==> src/hdl/linear_interpolation_upsampler_assert.svh <==
// ---------------------------------------------------------------------------
// Linear interpolation upsampler assertion macros
// Shorthand for the concurrent checks, clocked on clk_i, off during reset
// ---------------------------------------------------------------------------
`ifndef LINEAR_INTERPOLATION_UPSAMPLER_ASSERT_SVH
`define LINEAR_INTERPOLATION_UPSAMPLER_ASSERT_SVH

// same-cycle implication
`define LIP_ASSERT_SAME(label, ante, cons) \
  label: assert property (@(posedge clk_i) disable iff (!rst_ni) (ante) |-> (cons)) \
    else $error("lip assertion failed");

// next-cycle implication
`define LIP_ASSERT_NEXT(label, ante, cons) \
  label: assert property (@(posedge clk_i) disable iff (!rst_ni) (ante) |=> (cons)) \
    else $error("lip assertion failed");

`endif

==> src/hdl/lip_pkg.sv <==
// ---------------------------------------------------------------------------
// Linear interpolation upsampler package
// Widths, fixed-point constants and divider handshake types
// ---------------------------------------------------------------------------
`timescale 1ns / 1ps

package lip_pkg;

  localparam int FracBits  = 8;
  localparam int SampleW   = 16;
  localparam int DiffW     = SampleW + 1;
  localparam int MagW      = SampleW + FracBits;
  localparam int ScaledW   = MagW + 1;
  localparam int PointW    = 24;
  localparam int FactorW   = 7;
  localparam int FactorMax = 64;
  localparam int FactorRst = 4;
  localparam int RemW      = FactorW - 1;
  localparam int CntW      = RemW;
  localparam int DivCntW   = $clog2(MagW);

  typedef struct packed {
    logic start;
    logic neg;
  } lip_div_req_t;

  typedef struct packed {
    logic busy;
    logic done;
  } lip_div_sts_t;

endpackage

==> src/hdl/linear_interpolation_upsampler.sv <==
// Each accepted sample with a stored predecessor costs one divider pass (one quotient
// bit per cycle in the restoring divider), a load of the step and then the emission of
// factor points, each held while the output stalls. The input therefore stays stalled
// from such a sample until its last point is registered, and the next sample is taken
// once the stall drops. A first sample of a track is taken without a divider pass and
// without a stall. Points come out of a register, so the last point may still wait on
// the output while the next sample is accepted. The factor register is read when a
// sample is accepted; zero acts as one and values above 64 act as 64.
// ---------------------------------------------------------------------------
// Linear interpolation upsampler
// Stores the previous sample and emits factor interpolated fixed-point points
// ---------------------------------------------------------------------------
`timescale 1ns / 1ps

module linear_interpolation_upsampler import lip_pkg::*; (
  input  logic                      clk_i,
  input  logic                      rst_ni,
  input  logic                      cfg_valid_i,
  output logic                      cfg_ready_o,
  input  logic [FactorW-1:0]        upsample_factor_i,
  input  logic                      in_valid_i,
  output logic                      in_stall_o,
  input  logic signed [SampleW-1:0] sample_i,
  input  logic                      end_of_track_i,
  output logic                      out_valid_o,
  input  logic                      out_stall_i,
  output logic signed [PointW-1:0]  point_o,
  output logic                      last_of_run_o
);

`include "linear_interpolation_upsampler_assert.svh"

  typedef enum logic [1:0] {
    StIdle,
    StDiv,
    StEmit
  } state_e;

  state_e                     state_q;
  logic [FactorW-1:0]         factor_q;
  logic [FactorW-1:0]         f_q;
  logic signed [SampleW-1:0]  prev_q;
  logic                       have_q;
  logic signed [PointW-1:0]   acc_q;
  logic signed [PointW-1:0]   step_q;
  logic [CntW-1:0]            cnt_q;
  logic                       out_valid_q;
  logic signed [PointW-1:0]   point_q;
  logic                       last_q;

  logic [FactorW-1:0]         eff_factor;
  logic signed [DiffW-1:0]    diff;
  logic signed [ScaledW-1:0]  scaled;
  logic [MagW-1:0]            mag;
  logic signed [PointW-1:0]   base;
  logic                       is_last;
  logic                       slot_free;
  lip_div_req_t               div_req;
  lip_div_sts_t               div_sts;
  logic signed [ScaledW-1:0]  div_quot;

  // clamp factor to 1..64
  always_comb begin
    if (factor_q == '0) begin
      eff_factor = FactorW'(1);
    end else if (factor_q > FactorW'(FactorMax)) begin
      eff_factor = FactorW'(FactorMax);
    end else begin
      eff_factor = factor_q;
    end
  end

  assign diff   = DiffW'(sample_i) - DiffW'(prev_q);
  assign scaled = ScaledW'(diff) <<< FracBits;
  assign mag    = scaled[ScaledW-1] ? MagW'(-scaled) : MagW'(scaled);
  assign base   = PointW'(ScaledW'(prev_q) <<< FracBits);

  assign div_req.start = (state_q == StIdle) && in_valid_i && have_q;
  assign div_req.neg   = scaled[ScaledW-1];

  lip_div u_div (
    .clk_i     (clk_i),
    .rst_ni    (rst_ni),
    .req_i     (div_req),
    .mag_i     (mag),
    .divisor_i (eff_factor),
    .sts_o     (div_sts),
    .quot_o    (div_quot)
  );

  assign is_last   = {1'b0, cnt_q} == (f_q - 1'b1);
  assign slot_free = !out_valid_q || !out_stall_i;

  always_ff @(posedge clk_i or negedge rst_ni) begin
    if (!rst_ni) begin
      state_q     <= StIdle;
      factor_q    <= FactorW'(FactorRst);
      f_q         <= FactorW'(1);
      prev_q      <= '0;
      have_q      <= 1'b0;
      acc_q       <= '0;
      step_q      <= '0;
      cnt_q       <= '0;
      out_valid_q <= 1'b0;
      point_q     <= '0;
      last_q      <= 1'b0;
    end else begin
      if (cfg_valid_i) begin
        factor_q <= upsample_factor_i;
      end
      if (!out_stall_i && state_q != StEmit) begin
        out_valid_q <= 1'b0;
      end
      case (state_q)
        StIdle: begin
          if (in_valid_i) begin
            prev_q <= end_of_track_i ? '0 : sample_i;
            have_q <= !end_of_track_i;
            if (have_q) begin
              f_q     <= eff_factor;
              acc_q   <= base;
              cnt_q   <= '0;
              state_q <= StDiv;
            end
          end
        end
        StDiv: begin
          if (div_sts.done) begin
            step_q  <= PointW'(div_quot);
            state_q <= StEmit;
          end
        end
        StEmit: begin
          if (slot_free) begin
            out_valid_q <= 1'b1;
            point_q     <= acc_q;
            last_q      <= is_last;
            acc_q       <= acc_q + step_q;
            cnt_q       <= cnt_q + 1'b1;
            if (is_last) begin
              state_q <= StIdle;
            end
          end
        end
        default: begin
          state_q <= StIdle;
        end
      endcase
    end
  end

  assign cfg_ready_o   = 1'b1;
  assign in_stall_o    = state_q != StIdle;
  assign out_valid_o   = out_valid_q;
  assign point_o       = point_q;
  assign last_of_run_o = last_q;

  `LIP_ASSERT_NEXT(a_div_done_emit, div_sts.done, state_q == StEmit)
  `LIP_ASSERT_SAME(a_div_runs, state_q == StDiv, div_sts.busy || div_sts.done)
  `LIP_ASSERT_SAME(a_cnt_range, state_q == StEmit, {1'b0, cnt_q} < f_q)
  `LIP_ASSERT_SAME(a_factor_range, state_q != StIdle,
                   f_q != '0 && f_q <= FactorW'(FactorMax))

endmodule

==> src/hdl/lip_div.sv <==
// ---------------------------------------------------------------------------
// Linear interpolation upsampler step divider
// Restoring divider, one quotient bit per cycle, truncates toward zero
// ---------------------------------------------------------------------------
`timescale 1ns / 1ps

module lip_div import lip_pkg::*; (
  input  logic                      clk_i,
  input  logic                      rst_ni,
  input  lip_div_req_t              req_i,
  input  logic [MagW-1:0]           mag_i,
  input  logic [FactorW-1:0]        divisor_i,
  output lip_div_sts_t              sts_o,
  output logic signed [ScaledW-1:0] quot_o
);

  logic               busy_q, busy_d;
  logic               done_q, done_d;
  logic               neg_q;
  logic [DivCntW-1:0] cnt_q, cnt_d;
  logic [MagW-1:0]    quo_q, quo_d;
  logic [RemW-1:0]    rem_q, rem_d;
  logic [FactorW-1:0] div_q;
  logic [FactorW-1:0] trial;
  logic               ge;

  assign trial = {rem_q, quo_q[MagW-1]};
  assign ge    = trial >= div_q;

  always_comb begin
    busy_d = busy_q;
    done_d = 1'b0;
    cnt_d  = cnt_q;
    quo_d  = quo_q;
    rem_d  = rem_q;
    if (req_i.start) begin
      busy_d = 1'b1;
      cnt_d  = '0;
      quo_d  = mag_i;
      rem_d  = '0;
    end else if (busy_q) begin
      quo_d = {quo_q[MagW-2:0], ge};
      rem_d = ge ? RemW'(trial - div_q) : RemW'(trial);
      cnt_d = cnt_q + 1'b1;
      if (cnt_q == DivCntW'(MagW - 1)) begin
        busy_d = 1'b0;
        done_d = 1'b1;
      end
    end
  end

  always_ff @(posedge clk_i or negedge rst_ni) begin
    if (!rst_ni) begin
      busy_q <= 1'b0;
      done_q <= 1'b0;
      cnt_q  <= '0;
    end else begin
      busy_q <= busy_d;
      done_q <= done_d;
      cnt_q  <= cnt_d;
    end
  end

  always_ff @(posedge clk_i) begin
    quo_q <= quo_d;
    rem_q <= rem_d;
    if (req_i.start) begin
      neg_q <= req_i.neg;
      div_q <= divisor_i;
    end
  end

  assign sts_o.busy = busy_q;
  assign sts_o.done = done_q;
  assign quot_o     = neg_q ? -$signed({1'b0, quo_q}) : $signed({1'b0, quo_q});

endmodule
==> config.mk <==
export PLATFORM = sky130hd
export DESIGN_NAME = linear_interpolation_upsampler
export DESIGN_NICKNAME = d
export VERILOG_FILES = /design/src/hdl/lip_pkg.sv /design/src/hdl/linear_interpolation_upsampler.sv /design/src/hdl/lip_div.sv
export VERILOG_INCLUDE_DIRS = /design/src /design/src/hdl
export SDC_FILE = /design/constraint.sdc
export NUM_CORES = 1
export LEC_CHECK = 0
export BUFFER_PORTS_ARGS = -buffer_cell sky130_fd_sc_hd__buf_4
export CORE_MARGIN = 2
export CORE_UTILIZATION = 40
export CTS_CLUSTER_DIAMETER = 40
export DETAILED_ROUTE_END_ITERATION = 16
export PLACE_DENSITY_LB_ADDON = 0.12
export RECOVER_POWER = 50
export SETUP_SLACK_MARGIN = 0.02
export SYNTH_ARGS = -nofsm -noshare
export SYNTH_HDL_FRONTEND = slang
export SYNTH_SLANG_ARGS = --single-unit
==> constraint.sdc <==
create_clock -name clk_i -period 6.5 [get_ports clk_i]
set_input_delay 0.65 -clock clk_i [delete_from_list [all_inputs] [get_ports clk_i]]
set_output_delay 0.65 -clock clk_i [all_outputs]
set_load 0.01 [all_outputs]
==> impl_metrics.toml, run 1 <==
[logic_synthesis]
muxShareOfSynthArea_pct = 2.95
synth-compound-area-share_pct = 16.6
yosysUniqueCellTypes = 71
yosys-top-cells-area = "dfrtp_1, edfxtp_1, nand2_1"
synth_edf_count = 32
netlist_area_um2 = 9370
synthesis.instances = 1025
synth_fa_ha_area_share_pct = 7.45
synth-seq-cells = 158
ys_seq_area_share_pct = 43.6
synth_top_family_by_area = "simple AND/OR/NAND/NOR gates"
syn_avg_cell_area_um2 = 9.14
yosys.area_share.simple_pct = 18.3
synth_nets = 1108
synthArstFlopShare_pct = 75.9
synth_xor_area_share_pct = 7.38
synth_top_area_share_pct = 31.5
ys_warn_count = 0
ys.flop_type = "dfrtp_1"
synth_top_area_cell = "dfrtp_1"

[power_and_ir_drop]
pwr-share-clk_pct = 22.7
power_leakage_nw = 4.78
p_int_mw = 2.84
pwr-share-comb_pct = 40.4
power_density_nw_per_um2 = 442
p_sw_mw = 1.83
switching_share_pct = 39.2
vdd_drop_max_mv = 0.205
seq_power_share_pct = 36.9

[sta]
fin_crit_ns = 4.17
finalCritPeriodShare_pct = 64.2
fin_skew_ns = 0.00952
fmax_mhz = 240
setup_viol = 0
rsz0062_at_grt = "false"
tightestPinTransition_ns = 3.17
slew_violations = 173
hold_ws_ns = 0.449
relSlewSlack_pct = -111
finalSetupTns_ns = 0
finalHoldViolCount = 0

[clock_network]
path_clk_slew_ns = 0.06
cts_tree = "built"
cts.htree.levels = 4
clockBufferDepth = 2
cts_setup_buffers = 0
cts_buffers = 17
cts-root-buf = "clkbuf_16"
cts.sink_count = 158
worst_skew_pair.late_latency_ns = 0.44
cts.repair.resized = 0
ctsHoldBuffers = 0

[grt]
grt_antenna_before_repair = 0
overflow = 0
grt_max_degree = 65
grt_pass1_vias = 6984
grtUsageTotal_pct = 18.6
grt_pass1_wl_mm = 36.0

[worst_setup_path]
crit_path_end_kind = "asynchronous set/reset pin"
cp.arrival_ns = 4.40
cp_cell_sequence = "clkbuf_1 > clkbuf_2"
crit_type = "in2async"
cpMaxStageDelayCell = "clkbuf_1"
regToRegEndpoint = "u_div.quo_q[23]"
slowest_delay_ns = 2.18
r2r-start = "state_q[1]"
ff2ff_path_depth = 5
required_ns = 6.73
critPathMaxFanout = 64
cp_top_family = "buffers and inverters"
worst-path-buf-inv = 2
regToRegSetupSlack_ns = 3.08
start_kind = "input pin"

[finish]
antennaDiodeCount = 0
final_common_cell = "nand2_1"
drive_gt1_share_pct = 9.00
fill_cells = 2321
fin_cells = 1397
syn2layout_area_growth_pct = 13.0
layout_common_cells = "nand2_1, dfrtp_1, o21ai_0, nor2_1, ha_1"
nets = 1148
post-route-util_pct = 45.5

[run_status]
status = "complete, but fails checks"
violations = "max-capacitance violations, max-slew violations"

[floorplanning]
initial_core_util_pct = 40.3
rows = 56
dieArea_um2 = 24700
io-pin-count = 57
die_w_um = 157
fp.dieH_um = 157
core_area_um2 = 23300

[drt]
drtIter0Drc = 368
drc = 0
drt_wl_total_mm = 21.6
final_antenna_net_count = 0
dr.pass1.iters = 4
vias_per_cell = 5.10
route.vias.total = 7124
wire_per_inst_um = 15.5

[placement]
gp_congestion = 0.835
hpwl_mm = 15.6
place_inst = 1365
io_buffers = 55

[min_path]
min_from = "upsample_factor_i[4]"
hold_depth = 2
hold_end = "factor_q[4]"
hold_class = "in2reg"

[run]
max_cap_violations = 3
per-stage QoR:
stage / power (mW) / setup slack [ns] / area, um2
floorplan: 3.15 / 3.29 / 9370
global placement: 3.63 / 2.88 / 10100
detailed placement: 3.65 / 2.84 / 10100
CTS: 4.74 / 3.17 / 10700
global route: 5.08 / 1.45 / 10600
finish: 4.67 / 2.33 / 10600
worst max-delay path by stage:
stage | start | endpoint | cells after the start | slack [ns]
after floorplan | sample_i[0] | u_div.quo_q[22] | 13 | 3.29
after global placement | sample_i[0] | u_div.quo_q[22] | 14 | 2.88
after detailed placement | sample_i[0] | u_div.quo_q[22] | 14 | 2.84
after CTS | prev_q[0] | u_div.quo_q[16] | 13 | 3.17
after global routing | rst_ni | step_q[11] | 2 | 1.45
final | rst_ni | step_q[10] | 2 | 2.33
power groups by stage:
stage / logic, mW / clock network [mW] / registers [mW]
6_report: 1.89 / 1.06 / 1.72
3_3_place_gp: 1.89 / 0 / 1.74
5_1_grt: 2.17 / 1.13 / 1.77
3_5_place_dp: 1.91 / 0 / 1.74
2_1_floorplan: 1.54 / 0 / 1.61
4_1_cts: 1.92 / 1.09 / 1.72
synth_stat cells (5+ instances only):
library cell,count
nand3_1,19
a21o_1,11
a211o_1,5
nor2_1,67
nor3_1,10
a21oi_1,38
o21a_1,8
a22oi_1,14
nand4_1,14
ha_1,51
clkbuf_1,28
xnor2_1,31
or3_1,6
o31ai_1,11
xor2_1,48
inv_1,44
nand2b_1,21
dfxtp_1,6
a211oi_1,8
dfrtp_1,118
buf_1,7
nand3b_1,6
edfxtp_1,32
nand2_1,181
mux2_2,13
and2_1,8
mux2i_1,13
o211ai_1,7
a31oi_1,10
nor2b_1,14
o21ai_1,10
o21ai_0,99
cell families after synthesis:
family | count (synthesis)
AO/OA/AOI/OAI | 249
XOR/XNOR | 79
adder cells (fa/ha/maj) | 54
buffers and inverters | 87
flip-flops | 158
multiplexers | 26
other | 1
AND/OR/NAND/NOR | 371
state kept, by name (all words and copies together), names as in the netlist:
name and cells:
u_div.busy_q 1, u_div.done_q 1, u_div.quo_q 24, prev_q 16, u_div.div_q 7, cnt_q 6, last_of_run_o 1, out_valid_o 1
point_o 24, have_q 1, f_q 7, u_div.rem_q 6, u_div.neg_q 1, factor_q 7, state_q 2, u_div.cnt_q 5
acc_q 24, step_q 24
metal layers:
layer | routed length (um) | up-vias | track usage, %
li1 | - | 3663 | -
met1 | 10900 | 3341 | 25.8
met2 | 9760 | 104 | 29.9
met3 | 717 | 16 | 3.25
met4 | 269 | 0 | 5.45
met5 | 0 | - | 0
area by class of cell:
type                    instances  area [um2]  share of cell area (%)
multi-input cells             780        4940                    46.7
flip-flops and latches        158        4090                    38.6
clock buffers                  22         507                    4.79
well taps                     319         399                    3.77
repair buffers                 63         362                    3.42
inverters                      45         169                    1.60
clock inverters                10         121                    1.15
Note: power is estimated with default switching activity, not from simulation.
==> run 2, diff against run 1 <==
==> constraint.sdc (replaced) <==
create_clock -name clk_i -period 3.6 [get_ports clk_i]
set_input_delay 0.36 -clock clk_i [delete_from_list [all_inputs] [get_ports clk_i]]
set_output_delay 0.36 -clock clk_i [all_outputs]
set_load 0.01 [all_outputs]
==> impl_metrics.toml, run 2 (synthesis gave the netlist of run 1 again) <==
[sta]
finalHoldViolCount = 0
tightestPinTransition_ns = 1.55
fin_skew_ns = 0.0140
finalCritPeriodShare_pct = 87.5
finalSetupTns_ns = 0
slew_violations = 57
relSlewSlack_pct = -3.37
hold_ws_ns = 0.172
worst_slack_ns = 0.449
rsz0062_at_grt = "false"
fmax_mhz = 317
fin_crit_ns = 3.15
setup_viol = 0

[floorplanning]
die_w_um = 157
fp.dieH_um = 157
rows = 56
initial_core_util_pct = 40.3
dieArea_um2 = 24700
core_area_um2 = 23300
io-pin-count = 57

[worst_setup_path]
start_kind = "flop"
slowest_delay_ns = 0.57
cp_cell_sequence = "ha_1 > inv_1 > fa_1 > a21oi_1 > o211ai_1 > o21ai_1 > or4_4 > and3_4 > a2111oi_4 > a31oi_1 > xnor2_1 > o21ai_1"
crit_path_frequent_cell = "o21ai_1"
critPathMaxFanout = 5
crit_type = "reg2reg"
required_ns = 3.77
worst-path-buf-inv = 1
crit_path_end_kind = "flop"
cpMaxStageDelayCell = "or4_4"
cp.arrival_ns = 3.32
cp_top_family = "compound AO/OA/AOI/OAI gates"

[run_status]
status = "complete, but fails checks"
violations = "max-capacitance violations, max-slew violations"

[clock_network]
cts_setup_buffers = 0
cts.sink_count = 158
ctsHoldBuffers = 0
cts.repair.resized = 0
cts.htree.levels = 4
cts_buffers = 17
cts-root-buf = "clkbuf_16"
path_clk_slew_ns = 0.06
clockBufferDepth = 2
cts_tree = "built"
worst_skew_pair.late_latency_ns = 0.42

[power_and_ir_drop]
finalPower_mw = 8.18
power_density_nw_per_um2 = 779
power_leakage_nw = 4.75
vdd_drop_max_mv = 0.332

[drt]
vias_per_cell = 5.14
drtIter0Drc = 387
route.vias.total = 7199
final_antenna_net_count = 0
drc = 0
dr.pass1.iters = 8
drt_wl_total_mm = 21.7
wire_per_inst_um = 15.5

[placement]
place_inst = 1368
dpl_cell_area_um2 = 10100
hpwl_mm = 15.7
gp_congestion = 0.883
io_buffers = 55
pre_cts_ws_ns = 0.409

[finish]
syn2layout_area_growth_pct = 12.1
drive_gt1_share_pct = 9.16
fin_cells = 1400
final_area_um2 = 10500
layout_common_cells = "nand2_1, dfrtp_1, o21ai_0, nor2_1, ha_1"
post-route-util_pct = 45.2
final_common_cell = "nand2_1"
fill_cells = 2318
nets = 1151
antennaDiodeCount = 0

[grt]
grtUsageTotal_pct = 18.6
grt_pass1_vias = 7064
grt_antenna_before_repair = 1
grt_pass1_wl_mm = 36.2
overflow = 0
grt_max_degree = 57

[min_path]
hold_class = "in2reg"

[run]
max_cap_violations = 1
[run 2: layout make-up]
class	instances	area (um2)	share of cell area (%)
Sequential cell	158	4090	38.9
Inverter	45	169	1.61
Timing Repair Buffer	66	389	3.70
Clock buffer	22	454	4.32
Multi-Input combinational cell	780	4940	47.1
Clock inverter	10	63.8	0.608
Tap cell	319	399	3.80
[run 2: power by group]
part	internal (mW)	total, mW	leakage [nW]	switching (mW)
Clock	0.897	1.63	0.256	0.731
Combinational	1.51	3.46	2.54	1.95
Sequential	2.50	3.10	1.95	0.600
Total	4.90	8.18	4.75	3.28
[run 2: path summary, 6_finish.rpt]
kind                                 startpoint               to  slack, ns  cells after the start
max                                   prev_q[0]  u_div.quo_q[22]       0.45                     12
min                        upsample_factor_i[6]      factor_q[6]       0.17                      2
max reg2reg                           prev_q[0]  u_div.quo_q[22]       0.45                     12
min reg2reg                         point_o[15]      point_o[15]       0.47                      2
max in group asynchronous                rst_ni       point_o[8]       1.33                      2
min in group asynchronous                rst_ni      factor_q[4]       0.30                      1
[run 2: routing by layer]
| metal | global-route usage [%] | share of wire, % | vias up |
|---|---|---|---|
| met5 | 0 | 0.055 | - |
| met4 | 5.80 | 1.4 | 2 |
| met3 | 2.48 | 2.6 | 27 |
| met2 | 29.9 | 46 | 105 |
| met1 | 26.0 | 50 | 3403 |
| li1 | - | - | 3662 |
